--- src/hdl/bsc_pkg.sv ---
// Shared sizes, codes and field widths for the banker's safety check block.
// Used by the channel interfaces and the top level.
package bsc_pkg;

	// Sizing of the tables
	localparam int MAX_PROCESSES      = 16;
	localparam int MAX_RESOURCE_TYPES = 8;
	localparam int UNIT_WIDTH         = 16;

	localparam int PROC_W      = (MAX_PROCESSES > 1) ? $clog2(MAX_PROCESSES) : 1;
	localparam int RES_W       = (MAX_RESOURCE_TYPES > 1) ? $clog2(MAX_RESOURCE_TYPES) : 1;
	localparam int ADDR_W      = PROC_W + RES_W;
	localparam int TABLE_DEPTH = 2 ** ADDR_W;
	// Signed work entries: total minus up to MAX_PROCESSES allocations
	localparam int WORK_W      = UNIT_WIDTH + PROC_W + 2;
	localparam int NPROC_W     = $clog2(MAX_PROCESSES + 1);
	localparam int NRES_W      = $clog2(MAX_RESOURCE_TYPES + 1);

	// Field widths fixed by the channel format
	localparam int KIND_W     = 2;
	localparam int PIDX_W     = 4;
	localparam int RIDX_W     = 3;
	localparam int AMOUNT_W   = 16;
	localparam int VERDICT_W  = 2;
	localparam int FINISHED_W = 5;

	// Configuration port
	localparam int CFG_INDEX_W = 1;
	localparam int CFG_DATA_W  = 5;
	localparam int PCOUNT_W    = 5;
	localparam int RCOUNT_W    = 4;
	localparam logic [PCOUNT_W-1:0] PCOUNT_RESET = PCOUNT_W'(16);
	localparam logic [RCOUNT_W-1:0] RCOUNT_RESET = RCOUNT_W'(8);

	typedef enum logic [CFG_INDEX_W-1:0] {
		CFG_PROCESS_COUNT       = 1'd0,
		CFG_RESOURCE_TYPE_COUNT = 1'd1
	} cfg_index_t;

	typedef enum logic [KIND_W-1:0] {
		KIND_TOTAL = 2'd0,
		KIND_CLAIM = 2'd1,
		KIND_ALLOC = 2'd2,
		KIND_CHECK = 2'd3
	} kind_t;

	typedef enum logic [VERDICT_W-1:0] {
		VERDICT_SAFE   = 2'd0,
		VERDICT_UNSAFE = 2'd1,
		VERDICT_ERROR  = 2'd2
	} verdict_t;

endpackage

--- src/hdl/bsc_item_if.sv ---
// Input channel of the safety check: table loads and check requests.
// Depends on bsc_pkg for field widths.
interface bsc_item_if;
	logic                         valid;
	logic                         ready;
	logic [bsc_pkg::KIND_W-1:0]   kind;
	logic [bsc_pkg::PIDX_W-1:0]   process_index;
	logic [bsc_pkg::RIDX_W-1:0]   resource_index;
	logic [bsc_pkg::AMOUNT_W-1:0] amount;

	modport source (output valid, kind, process_index, resource_index, amount, input ready);
	modport sink (input valid, kind, process_index, resource_index, amount, output ready);
endinterface

--- src/hdl/bsc_result_if.sv ---
// Result channel of the safety check: verdict and finished process count.
// Depends on bsc_pkg for field widths.
interface bsc_result_if;
	logic                           valid;
	logic                           ready;
	logic [bsc_pkg::VERDICT_W-1:0]  verdict;
	logic [bsc_pkg::FINISHED_W-1:0] finished_processes;

	modport source (output valid, verdict, finished_processes, input ready);
	modport sink (input valid, verdict, finished_processes, output ready);
endinterface

--- src/hdl/bsc_ram.sv ---
// Generic simple dual-port RAM: one write port, one read port, registered read.
// No dependencies.
module bsc_ram #(
	parameter int WIDTH = 16,
	parameter int DEPTH = 128
) (
	input  logic                     clk,
	input  logic                     we,
	input  logic [$clog2(DEPTH)-1:0] waddr,
	input  logic [WIDTH-1:0]         wdata,
	input  logic [$clog2(DEPTH)-1:0] raddr,
	output logic [WIDTH-1:0]         rdata
);

	logic [WIDTH-1:0] mem_q [DEPTH];

	always_ff @(posedge clk) begin
		if (we) begin
			mem_q[waddr] <= wdata;
		end
		rdata <= mem_q[raddr];
	end

endmodule

--- src/hdl/bankers_safety_check.sv ---
// Banker's algorithm safety check: claim and allocation tables in RAM,
// work vector and totals in registers. Depends on bsc_pkg, bsc_ram and the channel interfaces.
//
//   channel   dir  handshake     payload
//   item      in   valid/ready   kind, process_index, resource_index, amount
//   result    out  valid/ready   verdict, finished_processes
//   cfg       in   cfg_we        cfg_index, cfg_data
//
// Loads are taken back to back while idle.
// A check reads the tables at one (process, resource) entry per cycle through the RAM read
// port: one summing pass over all np*nr entries, then, unless a claim exceeds its total,
// walk passes, at most np of them, and then the result is posted.
// The posting cycle stretches while the previous result is still waiting to be taken.
// No item is taken while a check runs; loads resume as soon as its result is registered.
// Reset clears control state only; table contents are undefined until loaded.
module bankers_safety_check (
	input  logic                               clk,
	input  logic                               arst_n,
	bsc_item_if.sink                           item,
	bsc_result_if.source                       result,
	input  logic                               cfg_we,
	input  logic [bsc_pkg::CFG_INDEX_W-1:0]    cfg_index,
	input  logic [bsc_pkg::CFG_DATA_W-1:0]     cfg_data
);

	localparam int PW = bsc_pkg::PROC_W;
	localparam int RW = bsc_pkg::RES_W;
	localparam int UW = bsc_pkg::UNIT_WIDTH;
	localparam int WW = bsc_pkg::WORK_W;
	localparam int NPW = bsc_pkg::NPROC_W;
	localparam int NRW = bsc_pkg::NRES_W;

	typedef enum logic [1:0] {
		S_IDLE,
		S_SUM,
		S_WALK,
		S_RESULT
	} state_t;

	state_t state_q;

	// Configuration
	logic [bsc_pkg::PCOUNT_W-1:0] proc_count_q;
	logic [bsc_pkg::RCOUNT_W-1:0] res_count_q;
	logic [NPW-1:0]               np_clamped;
	logic [NRW-1:0]               nr_clamped;
	logic [NPW-1:0]               np_q;
	logic [PW-1:0]                np_last_q;
	logic [RW-1:0]                nr_last_q;

	// Issue counters and read stage
	logic          issue_q;
	logic [PW-1:0] p_q;
	logic [RW-1:0] r_q;
	logic          valid_s1;
	logic [PW-1:0] p_s1;
	logic [RW-1:0] r_s1;
	logic          last_r_s1;
	logic          last_s1;

	// Walk state
	logic                       err_q;
	logic                       fits_q;
	logic                       progress_q;
	logic [bsc_pkg::MAX_PROCESSES-1:0] done_q;
	logic [NPW-1:0]             finished_q;
	bsc_pkg::verdict_t          verdict_q;

	// Result register
	logic                            result_valid_q;
	bsc_pkg::verdict_t               result_verdict_q;
	logic [bsc_pkg::FINISHED_W-1:0]  result_count_q;
	logic                            post_result;

	// Datapath storage
	logic [UW-1:0]        total_q [bsc_pkg::MAX_RESOURCE_TYPES];
	logic signed [WW-1:0] work_q  [bsc_pkg::MAX_RESOURCE_TYPES];
	logic signed [WW-1:0] tmp_q   [bsc_pkg::MAX_RESOURCE_TYPES];

	// Load decode
	logic                       item_acc;
	logic                       idx_ok;
	logic                       we_total;
	logic                       we_claim;
	logic                       we_alloc;
	logic [bsc_pkg::ADDR_W-1:0] wr_addr;
	logic [bsc_pkg::ADDR_W-1:0] rd_addr;
	logic [UW-1:0]              claim_rd;
	logic [UW-1:0]              alloc_rd;

	// Per-entry datapath
	logic [UW-1:0]        total_sel;
	logic signed [WW-1:0] alloc_ext;
	logic signed [WW-1:0] claim_ext;
	logic signed [WW-1:0] sum_base;
	logic signed [WW-1:0] sum_next;
	logic signed [WW-1:0] walk_sum;
	logic                 claim_over;
	logic                 err_any;
	logic                 fits_now;
	logic                 commit;
	logic [NPW-1:0]       finished_next;

	assign item.ready = (state_q == S_IDLE);
	assign item_acc   = item.valid && item.ready;

	assign idx_ok = (32'(item.resource_index) < bsc_pkg::MAX_RESOURCE_TYPES)
		&& (32'(item.process_index) < bsc_pkg::MAX_PROCESSES);
	assign we_total = item_acc && (item.kind == bsc_pkg::KIND_TOTAL)
		&& (32'(item.resource_index) < bsc_pkg::MAX_RESOURCE_TYPES);
	assign we_claim = item_acc && (item.kind == bsc_pkg::KIND_CLAIM) && idx_ok;
	assign we_alloc = item_acc && (item.kind == bsc_pkg::KIND_ALLOC) && idx_ok;
	assign wr_addr  = {PW'(item.process_index), RW'(item.resource_index)};
	assign rd_addr  = {p_q, r_q};

	// Load the result register when it is empty or being taken
	assign post_result = (state_q == S_RESULT) && (!result_valid_q || result.ready);

	bsc_ram #(
		.WIDTH (UW),
		.DEPTH (bsc_pkg::TABLE_DEPTH)
	) u_claim_ram (
		.clk   (clk),
		.we    (we_claim),
		.waddr (wr_addr),
		.wdata (item.amount[UW-1:0]),
		.raddr (rd_addr),
		.rdata (claim_rd)
	);

	bsc_ram #(
		.WIDTH (UW),
		.DEPTH (bsc_pkg::TABLE_DEPTH)
	) u_alloc_ram (
		.clk   (clk),
		.we    (we_alloc),
		.waddr (wr_addr),
		.wdata (item.amount[UW-1:0]),
		.raddr (rd_addr),
		.rdata (alloc_rd)
	);

	// Zero count means one, above the table size means the table size
	always_comb begin
		if (proc_count_q == '0) begin
			np_clamped = NPW'(1);
		end else if (32'(proc_count_q) > bsc_pkg::MAX_PROCESSES) begin
			np_clamped = NPW'(bsc_pkg::MAX_PROCESSES);
		end else begin
			np_clamped = NPW'(proc_count_q);
		end
		if (res_count_q == '0) begin
			nr_clamped = NRW'(1);
		end else if (32'(res_count_q) > bsc_pkg::MAX_RESOURCE_TYPES) begin
			nr_clamped = NRW'(bsc_pkg::MAX_RESOURCE_TYPES);
		end else begin
			nr_clamped = NRW'(res_count_q);
		end
	end

	always_comb begin
		total_sel     = total_q[r_s1];
		alloc_ext     = $signed({{(WW-UW){1'b0}}, alloc_rd});
		claim_ext     = $signed({{(WW-UW){1'b0}}, claim_rd});
		sum_base      = (p_s1 == '0) ? $signed({{(WW-UW){1'b0}}, total_sel}) : work_q[r_s1];
		sum_next      = sum_base - alloc_ext;
		claim_over    = claim_rd > total_sel;
		err_any       = err_q || claim_over;
		// need <= work is the same as claim <= work + allocation
		walk_sum      = work_q[r_s1] + alloc_ext;
		fits_now      = ((r_s1 == '0) || fits_q) && (claim_ext <= walk_sum);
		commit        = valid_s1 && (state_q == S_WALK) && last_r_s1 && fits_now
			&& !done_q[p_s1];
		finished_next = finished_q + NPW'(commit);
	end

	always_ff @(posedge clk or negedge arst_n) begin
		if (!arst_n) begin
			state_q          <= S_IDLE;
			proc_count_q     <= bsc_pkg::PCOUNT_RESET;
			res_count_q      <= bsc_pkg::RCOUNT_RESET;
			np_q             <= '0;
			np_last_q        <= '0;
			nr_last_q        <= '0;
			issue_q          <= 1'b0;
			p_q              <= '0;
			r_q              <= '0;
			valid_s1         <= 1'b0;
			p_s1             <= '0;
			r_s1             <= '0;
			last_r_s1        <= 1'b0;
			last_s1          <= 1'b0;
			err_q            <= 1'b0;
			fits_q           <= 1'b0;
			progress_q       <= 1'b0;
			done_q           <= '0;
			finished_q       <= '0;
			verdict_q        <= bsc_pkg::VERDICT_SAFE;
			result_valid_q   <= 1'b0;
			result_verdict_q <= bsc_pkg::VERDICT_SAFE;
			result_count_q   <= '0;
		end else begin
			if (cfg_we) begin
				case (cfg_index)
					bsc_pkg::CFG_PROCESS_COUNT:       proc_count_q <= cfg_data[bsc_pkg::PCOUNT_W-1:0];
					bsc_pkg::CFG_RESOURCE_TYPE_COUNT: res_count_q  <= cfg_data[bsc_pkg::RCOUNT_W-1:0];
					default: ;
				endcase
			end

			if (post_result) begin
				result_valid_q <= 1'b1;
			end else if (result.ready) begin
				result_valid_q <= 1'b0;
			end

			// Read stage: one table entry per cycle
			valid_s1 <= issue_q;
			if (issue_q) begin
				p_s1      <= p_q;
				r_s1      <= r_q;
				last_r_s1 <= (r_q == nr_last_q);
				last_s1   <= (r_q == nr_last_q) && (p_q == np_last_q);
				if (r_q == nr_last_q) begin
					r_q <= '0;
					if (p_q == np_last_q) begin
						p_q     <= '0;
						issue_q <= 1'b0;
					end else begin
						p_q <= p_q + 1'b1;
					end
				end else begin
					r_q <= r_q + 1'b1;
				end
			end

			case (state_q)
				S_IDLE: begin
					if (item_acc && (item.kind == bsc_pkg::KIND_CHECK)) begin
						np_q      <= np_clamped;
						np_last_q <= PW'(np_clamped - 1'b1);
						nr_last_q <= RW'(nr_clamped - 1'b1);
						p_q       <= '0;
						r_q       <= '0;
						issue_q   <= 1'b1;
						err_q     <= 1'b0;
						state_q   <= S_SUM;
					end
				end
				S_SUM: begin
					if (valid_s1) begin
						err_q <= err_any;
						if (last_s1) begin
							if (err_any) begin
								verdict_q  <= bsc_pkg::VERDICT_ERROR;
								finished_q <= '0;
								state_q    <= S_RESULT;
							end else begin
								issue_q    <= 1'b1;
								done_q     <= '0;
								finished_q <= '0;
								progress_q <= 1'b0;
								state_q    <= S_WALK;
							end
						end
					end
				end
				S_WALK: begin
					if (valid_s1) begin
						fits_q <= fits_now;
						if (commit) begin
							done_q[p_s1] <= 1'b1;
							finished_q   <= finished_next;
						end
						if (last_s1) begin
							// another pass only if this one released something and a process is still unfinished
							if ((progress_q || commit) && (finished_next != np_q)) begin
								issue_q    <= 1'b1;
								progress_q <= 1'b0;
							end else begin
								verdict_q <= (finished_next == np_q) ? bsc_pkg::VERDICT_SAFE
									: bsc_pkg::VERDICT_UNSAFE;
								state_q   <= S_RESULT;
							end
						end else if (commit) begin
							progress_q <= 1'b1;
						end
					end
				end
				S_RESULT: begin
					// hold until the result register frees up
					if (post_result) begin
						result_verdict_q <= verdict_q;
						result_count_q   <= bsc_pkg::FINISHED_W'(finished_q);
						state_q          <= S_IDLE;
					end
				end
				default: state_q <= S_IDLE;
			endcase
		end
	end

	always_ff @(posedge clk) begin
		if (we_total) begin
			total_q[RW'(item.resource_index)] <= item.amount[UW-1:0];
		end
		if (valid_s1 && (state_q == S_SUM)) begin
			work_q[r_s1] <= sum_next;
		end
		if (valid_s1 && (state_q == S_WALK)) begin
			tmp_q[r_s1] <= walk_sum;
			if (commit) begin
				for (int i = 0; i < bsc_pkg::MAX_RESOURCE_TYPES; i++) begin
					work_q[i] <= (RW'(i) == r_s1) ? walk_sum : tmp_q[i];
				end
			end
		end
	end

	assign result.valid              = result_valid_q;
	assign result.verdict            = result_verdict_q;
	assign result.finished_processes = result_count_q;

	a_result_from_fsm: assert property (@(posedge clk) disable iff (!arst_n)
		$rose(result.valid) |-> $past(state_q == S_RESULT))
		else $error("result posted outside the result state");

	a_read_stage_in_run: assert property (@(posedge clk) disable iff (!arst_n)
		valid_s1 |-> (state_q == S_SUM || state_q == S_WALK))
		else $error("table read data outside a check");

	a_pass_end_stops_issue: assert property (@(posedge clk) disable iff (!arst_n)
		(valid_s1 && last_s1) |-> !issue_q)
		else $error("issue still running at the end of a pass");

	a_done_count: assert property (@(posedge clk) disable iff (!arst_n)
		(state_q == S_WALK) |-> ($countones(done_q) == 32'(finished_q)))
		else $error("finished count disagrees with done flags");

endmodule

--- src/flat_wrapper.sv ---
// flat-port wrapper written by rule: the top's interface ports become plain ports
module bankers_safety_check_flat 
  (clk, arst_n, cfg_we, cfg_index, cfg_data, item_valid, item_kind, item_process_index, item_resource_index, item_amount, item_ready, result_valid, result_verdict, result_finished_processes, result_ready);
  bsc_item_if item_i ();
  bsc_result_if result_i ();
  input  logic clk;
  input  logic arst_n;
  input  logic cfg_we;
  input  logic [bsc_pkg::CFG_INDEX_W-1:0] cfg_index;
  input  logic [bsc_pkg::CFG_DATA_W-1:0] cfg_data;
  input wire logic [$bits(item_i.valid)-1:0] item_valid;
  input wire logic [$bits(item_i.kind)-1:0] item_kind;
  input wire logic [$bits(item_i.process_index)-1:0] item_process_index;
  input wire logic [$bits(item_i.resource_index)-1:0] item_resource_index;
  input wire logic [$bits(item_i.amount)-1:0] item_amount;
  output wire logic [$bits(item_i.ready)-1:0] item_ready;
  output wire logic [$bits(result_i.valid)-1:0] result_valid;
  output wire logic [$bits(result_i.verdict)-1:0] result_verdict;
  output wire logic [$bits(result_i.finished_processes)-1:0] result_finished_processes;
  input wire logic [$bits(result_i.ready)-1:0] result_ready;
  assign item_i.valid = item_valid;
  assign item_i.kind = item_kind;
  assign item_i.process_index = item_process_index;
  assign item_i.resource_index = item_resource_index;
  assign item_i.amount = item_amount;
  assign item_ready = item_i.ready;
  assign result_valid = result_i.valid;
  assign result_verdict = result_i.verdict;
  assign result_finished_processes = result_i.finished_processes;
  assign result_i.ready = result_ready;
  bankers_safety_check u_core (.clk(clk), .arst_n(arst_n), .item(item_i), .result(result_i), .cfg_we(cfg_we), .cfg_index(cfg_index), .cfg_data(cfg_data));
endmodule
--- config.mk ---
export PLATFORM = sky130hd
export DESIGN_NAME = bankers_safety_check_flat
export DESIGN_NICKNAME = d
export VERILOG_FILES = /design/src/hdl/bsc_pkg.sv /design/src/hdl/bsc_item_if.sv /design/src/hdl/bsc_result_if.sv /design/src/hdl/bsc_ram.sv /design/src/hdl/bankers_safety_check.sv /design/src/flat_wrapper.sv
export SDC_FILE = /design/constraint.sdc
export NUM_CORES = 2
export LEC_CHECK = 0
export BUFFER_PORTS_ARGS = -buffer_cell sky130_fd_sc_hd__buf_4
export CAP_MARGIN = 10
export CORE_ASPECT_RATIO = 1.25
export CORE_MARGIN = 2
export CORE_UTILIZATION = 45
export CTS_CLUSTER_SIZE = 14
export DETAILED_ROUTE_END_ITERATION = 8
export SLEW_MARGIN = 20
export SYNTH_ARGS = -nofsm -noshare
export SYNTH_HDL_FRONTEND = slang
export SYNTH_HIERARCHICAL = 1
export SYNTH_MEMORY_MAX_BITS = 65536
export SYNTH_SLANG_ARGS = --single-unit
--- constraint.sdc ---
create_clock -name clk -period 9.35 [get_ports clk]
set_clock_uncertainty 0.15 [all_clocks]
set_input_delay 1.4025 -clock clk [delete_from_list [all_inputs] [get_ports clk]]
set_output_delay 1.4025 -clock clk [all_outputs]
set_load 0.01 [all_outputs]
**After elaboration in Yosys (flattened, before gate mapping)**

Memory sizes are Yosys's and may differ from the RTL's. A register that Yosys moved wholly into a read port is not among the register bits.
Cells that the tools add are included.

- Memory bits (writable): 4576
- Bits in latches: 0
- Bits in registers: 75
- Memories kept: 5
- Logic and storage cells: 208
- Input bits: 36
- Bits in read-only memories: 0

- Bitwise gates (word level): 2
- Multiply operators: 0
- Equality and inequality tests: 29
- Shift-type cells: 0
- $lt $le $gt $ge: 6
- Multiplexer cells: 94
- Add/subtract/negate cells: 7
- Reduce and logical (&&, ||, !) cells: 42
- Div/mod/pow operators: 0

Memories:

| name | depth | width | rd ports | clocked after Yosys merged registers in | write ports | line | text |
|---|---|---|---|---|---|---|---|
| u_core.u_alloc_ram.mem_q | 128 | 16 | 1 | 1 | 1 | bsc_ram.sv:15 | `logic [WIDTH-1:0] mem_q [DEPTH];` |
| u_core.u_claim_ram.mem_q | 128 | 16 | 1 | 1 | 1 | bsc_ram.sv:15 |  |
| u_core.tmp_q | 8 | 22 | 8 | 0 | 1 | bankers_safety_check.sv:78 | `logic signed [WW-1:0] tmp_q [bsc_pkg::MAX_RESOURCE_TYPES];` |
| u_core.work_q | 8 | 22 | 1 | 0 | 8 | bankers_safety_check.sv:77 | `logic signed [WW-1:0] work_q [bsc_pkg::MAX_RESOURCE_TYPES];` |
| u_core.total_q | 8 | 16 | 1 | 0 | 1 | bankers_safety_check.sv:76 | `logic [UW-1:0] total_q [bsc_pkg::MAX_RESOURCE_TYPES];` |

Operators with widths:

| cell | number |
|---|---|
| 22-bit two-way mux | 10 |
| 16-bit two-way mux | 5 |
| 1-bit two-way mux | 39 |
| 16-bit one-hot mux with 2 select lines | 1 |
| 5-bit two-way mux | 6 |
| 2-bit two-way mux | 13 |
| 22-bit by 17-bit adder with 22-bit output | 1 |
| 17-bit by 22-bit <= comparator with 1-bit output | 1 |
| 22-bit OR reduction | 1 |
| 22-bit by 17-bit subtractor with 22-bit output | 1 |
| 3-bit two-way mux | 7 |
| 7-bit AND reduction | 3 |
| 4-bit two-way mux | 5 |
| 16-bit greater-than comparator | 1 |
| 16-bit OR | 1 |
| 1-bit logical AND | 15 |
| 2-bit by 1-bit != test with 1-bit output (second input constant) | 7 |
| 3-bit equality test (first input constant) | 4 |
| 5-bit one-hot mux with 2 select lines | 1 |
| 2-bit AND reduction | 5 |
| 2-bit equality test (second input constant) | 4 |
| 4-bit zero test | 2 |
| 2-bit one-hot mux with 4 select lines | 1 |
| 2-bit by 3-bit equality test with 1-bit output (first input constant) | 2 |
| other kinds (33) | 44 |

**Depth between registers and ports, before layout**

An unclocked memory read counts as a cell.

- Depth after elaboration: 13
- Depth in mapped cells: 36

**Cells and area by module**

The synthesis kept the hierarchy.

By module, submodules not included:

| module | cells an instance | sequential area each (um^2) | instances | area each (um^2) |
|---|---|---|---|---|
| bsc_ram | 3086 | 61819.3 | 2 | 78522.8 |
| bankers_safety_check | 2041 | 16293.1 | 1 | 26351.5 |

**Worst setup path after synthesis**

OpenSTA, ideal clock, no wires.

- Kind: register -> register
- Start: reg u_core.r_s1[0]
- End: reg u_core.state_q[1]
- Path slack: 954 ps
- Cell stages (with the launch flop): 36
- Library setup time: 125 ps
- Arrival: 8121 ps
- Path buffers: 5
- Clock period less this slack: 8396 ps
- Cell sequence: dfrtp_1 -> buf_2 -> buf_1 -> buf_1 -> mux4_2 -> mux2_2 -> ha_1 -> fa_1 -> a211o_1 -> a2111o_1 -> a21boi_0 -> o21ba_2 -> o21bai_1 -> a21oi_1 -> xnor2_1 -> inv_1 -> ha_1 -> nand4_1 -> or4_1 -> o21ai_0 -> a31oi_1 -> nand4_1 -> o211ai_2 -> inv_2 -> buf_2 -> buf_2 -> ha_1 -> ha_1 -> nand3_1 -> xnor2_1 -> nor3_1 -> nand3_1 -> or3_1 -> o21ai_0 -> a21o_1 -> mux2_2

- Longest elaborated chain between the ends: 11
- Elaborated cells between the ends (all ways): 14
- Those cells by class: 2 x add/sub; 1 x order compare; 2 x eq/ne; 8 x reduce/logical; 1 x memory

Ends and longest elaborated chain:

| element | line | text |
|---|---|---|
| start: declaration | bankers_safety_check.sv:57 | `logic [RW-1:0] r_s1;` |
| start signal: assignment | bankers_safety_check.sv:221 | `r_s1 <= r_q;` |
| memory read 8 x 22 bit * | - |  |
| 22-bit by 17-bit adder with 22-bit output * | bankers_safety_check.sv:170 | `walk_sum = work_q[r_s1] + alloc_ext;` |
| via u_core.walk_sum[14] | bankers_safety_check.sv:97 | `logic signed [WW-1:0] walk_sum;` |
| 17-bit by 22-bit <= comparator with 1-bit output * | bankers_safety_check.sv:171 | `fits_now = ((r_s1 == '0) \|\| fits_q) && (claim_ext <= walk_sum);` |
| 1-bit logical AND * | bankers_safety_check.sv:171 |  |
| 1-bit logical AND * | bankers_safety_check.sv:172 | `commit = valid_s1 && (state_q == S_WALK) && last_r_s1 && fits_now` |
| 1-bit logical AND * | bankers_safety_check.sv:173 | `&& !done_q[p_s1];` |
| 5-bit by 1-bit adder with 5-bit output | bankers_safety_check.sv:174 | `finished_next = finished_q + NPW'(commit);` |
| 5-bit != test | bankers_safety_check.sv:277 | `if ((progress_q \|\| commit) && (finished_next != np_q)) begin` |
| 1-bit logical AND * | bankers_safety_check.sv:277 |  |
| 2-bit != test (no line) * | - |  |
| 7-bit AND reduction (no line) * | - |  |
| end signal: assignment | bankers_safety_check.sv:283 | `state_q <= S_RESULT;` |
| end signal: assignment | bankers_safety_check.sv:295 | `state_q <= S_IDLE;` |
| end signal: assignment | bankers_safety_check.sv:298 | `default: state_q <= S_IDLE;` |
| end: declaration | bankers_safety_check.sv:40 | `state_t state_q;` |

The timed path passes the listed nets; every way through them passes the cells marked *.
A chain may end at the register's enable or synchronous reset.

**Final worst setup path**

Same ends and word-level chain as after synthesis.

==> flow_summary.ini <==
[layout]
syn2layout_area_growth_pct = 12.9
final_cell_mix = edfxtp_1 (4576), mux4_2 (1419), clkbuf_16 (453)
fillers = 31800
design_area_sq_um = 207000
layout_commonest_cell = edfxtp_1
layout-drive-gt1-share_pct = 29.9
nNetsFinal = 8771

[timing]
worst_slew_pin_slew_ps = 1210
rsz0062_at_grt = false
whs_ps = 345
hold_viol = 0
max_freq_mhz = 118
slew_headroom_pct = 19.2
setup_viol = 0
finalCriticalPeriod_ps = 8450
setup-tns-final_ps = 0
period_share_pct = 90.4
layout_setup_ws_ps = 895
slew_viol_final = 0

[worst_setup_path]
reg2reg_to = u_core/state_q[1]
crit_path_end_kind = flip-flop
slowest_delay_ps = 860
cpMostUsedCell = ha_1
r2r_setup_slack_ps = 900
critical_path_class = flip-flop to flip-flop
worst_setup_path_start_kind = flip-flop
critPathMaxFanout = 30
critPathSlowestCell = a211oi_1
worstPathRequired_ps = 10100
r2r_cells = 29
crit-reg2reg-launch = u_core/r_s1[0]
critPathArrivalTime_ps = 9200

[detailed_routing]
postRouteAntennaNets = 0
wl_um = 474000
drc_errors = 0
firstDrtPassIters = 6
viasPerCell = 6.08
drt_iter0_drc = 9347
post_drt_wl_per_cell_um = 32.8
vias = 87900

[die]
dieArea_sq_um = 413000
row_count = 262
core-area_sq_um = 406000
top_level_ports = 45
die_height_um = 718
start_util_pct = 45.1
die_x_um = 575

[pwr]
clock_power_share_pct = 29.7
p_leak_nw = 63.4
powerDensity_nw_per_um2 = 291
finalPower_mw = 60.4
vdd_drop_max_mv = 0.269
pwr-share-comb_pct = 29.1
p_int_mw = 41.7
swShare_pct = 30.9
p_switching_mw = 18.7
p_seq_share_pct = 41.2

[min_path]
hold_end = u_core/done_q[2]
min_delay_path_depth = 2
hold_class = flip-flop to flip-flop
min_from = u_core/done_q[2]

[yosys]
syn_area_per_cell_sq_um = 22.3
synth_edf_count = 4576
synth-async-reset-ratio_pct = 1.60
synth_nets = 8325
yosysWarnings = 6
synth-xor-area-share_pct = 0.229
synth_compound_area_share_pct = 1.48
post_synth_inst_count = 8213
synthMuxAreaShare_pct = 18.1
synth_top_family_by_area = multiplexers
synth_fa_ha_area_share_pct = 0.527
synthFlopType = edfxtp_1
ys_seq_area_share_pct = 76.3
synth_cell_types = 77
ys_seq_elements = 4683
synth_simple_gate_area_share_pct = 2.19
synth_area_sq_um = 183000

[global_routing]
antenna_found_initial = 22
grt_pass1_vias = 89600
grt.overflow.total = 0
grt_pass1_wl_um = 671000
grt_max_degree = 184
grt.total_usage_pct = 22.8

[clock_tree]
postCtsSetupRepairBufs = 0
cts_root_buf = clkbuf_16
htreeDepth = 5
clock_latency_ps = 1010
cts_tree = done
cts.sinks = 4683
numCtsBuffers = 445
cts_resized = 0
clk_path_buf_depth = 4
path_clk_slew_ps = 60

[run]
max-cap-violations = 0

[placement]
dp_hpwl_um = 280000
placed_cell_area_sq_um = 193000
io_buffers = 44
place_congestion = 0.877
place_ws_ps = 866

[outcome]
status = completed
[Yosys cell counts, types with 4 or more instances]
library cell  instances  area share, %
mux2i_1              43           0.23
mux4_2             1419             17
a22oi_1               4          0.016
buf_6                 6          0.037
nor2_4                7          0.043
buf_1                68           0.14
and2_1                9          0.031
edfxtp_1           4576             75
a31oi_1             150           0.51
nor4_1                8          0.027
nand3b_1              4          0.016
ha_1                 74           0.50
a41oi_1               9          0.043
a21o_1               17          0.070
nand4_1              22          0.075
xnor2_1              29           0.14
clkbuf_1            237           0.49
dfxtp_1              32           0.35
buf_2               125           0.34
nor3b_1               4          0.016
nor3_1               36          0.098
xor2_1               19          0.091
and3_1                5          0.017
nand3_1              43           0.12
nor2b_1              30           0.10
o211ai_1             10          0.041
inv_1                51           0.10
o21a_1               12          0.049
or3_1                10          0.034
nor2_1              351           0.72
o21ai_1              11          0.030
nand2b_1             24          0.082
mux2_2               78           0.48
o21bai_1              4          0.016
dfrtp_1              73            1.0
nand2_1             381           0.78
a21oi_1              79           0.22
o21ai_0              82           0.22
a211oi_1              5          0.020
[registers in the layout, summed over array words and instances, names as in the netlist, 5 cells and up]
name	cells
u_core/done_q	16
u_core/u_claim_ram/rdata	16
u_core/work_q	176
u_core/tmp_q	176
u_core/proc_count_q	5
u_core/u_alloc_ram/rdata	16
u_core/u_alloc_ram/mem_q	2048
u_core/result.finished_processes	5
u_core/total_q	128
u_core/finished_q	5
u_core/u_claim_ram/mem_q	2048
u_core/np_q	5
[layout make-up]
cell class / count / area, sq um / area share (%)
Sequential cell: 4683 / 140000 / 67.6
Multi-Input combinational cell: 3037 / 41900 / 20.2
Clock buffer: 552 / 11800 / 5.69
Tap cell: 5412 / 6770 / 3.27
Timing Repair Buffer: 438 / 3800 / 1.83
Clock inverter: 273 / 2620 / 1.26
Inverter: 54 / 208 / 0.100
Antenna cell: 22 / 55.1 / 0.0266
[layer usage]
metal / vias up / track usage [%] / part of all wire [%]
met2: 3428 / 39.6 / 52
met1: 48100 / 29.6 / 38
li1: 35600 / - / -
met4: 4 / 7.90 / 3.9
met5: - / 0 / 0.0057
met3: 804 / 2.86 / 6.0
[cell families after synthesis]
logic type,Yosys count
AOI/OAI and AO/OA,430
DFF,4683
xor gates and xnor gates,48
adders and majority gates,76
and+or+nand+nor,942
muxes,1541
buffers and inverters,493
[power by group through the flow]
stage | sequential [mW] | clock (mW) | combinational, mW
floorplan | 25.0 | 0 | 11.5
global placement | 25.3 | 0 | 17.3
detailed placement | 25.3 | 0 | 17.6
CTS | 24.9 | 18.3 | 17.6
global route | 24.9 | 19.0 | 18.6
finish | 24.9 | 17.9 | 17.6
[how the worst max path moves through the flow]
stage	startpoint	end	depth (start not counted)
after global placement	u_core/r_s1[0]	u_core/state_q[1]	29
after global routing	u_core/r_s1[0]	u_core/state_q[1]	29
after CTS	u_core/r_s1[0]	u_core/state_q[1]	29
final	u_core/r_s1[0]	u_core/state_q[1]	29
after detailed placement	u_core/r_s1[0]	u_core/state_q[1]	29
after floorplan	u_core/r_s1[0]	u_core/state_q[1]	35
[through the flow]
step	cells	utilization, %
final	14500	51.0
after CTS	14400	50.9
after detailed placement	13600	47.4
after global placement	13600	47.3
after global routing	14500	50.9
after floorplan	8213	-
[repair_timing]
item / in CTS / in global routing
endpoints found under the setup margin: 0 / 0
hold buffers: 1 / 0
hold endpoints to repair: 2 / 0
[critical path, delay by kind of cell, from the launching register on]
kind / cells / cell delay, ps
compound gates: 8 / 2260
simple gates: 8 / 1490
mux: 3 / 1240
fa+ha+maj: 4 / 1050
buf+inv: 4 / 1000
flops: 1 / 730
xor+xnor: 2 / 370
No activity file was read; power rests on OpenSTA's default activity.
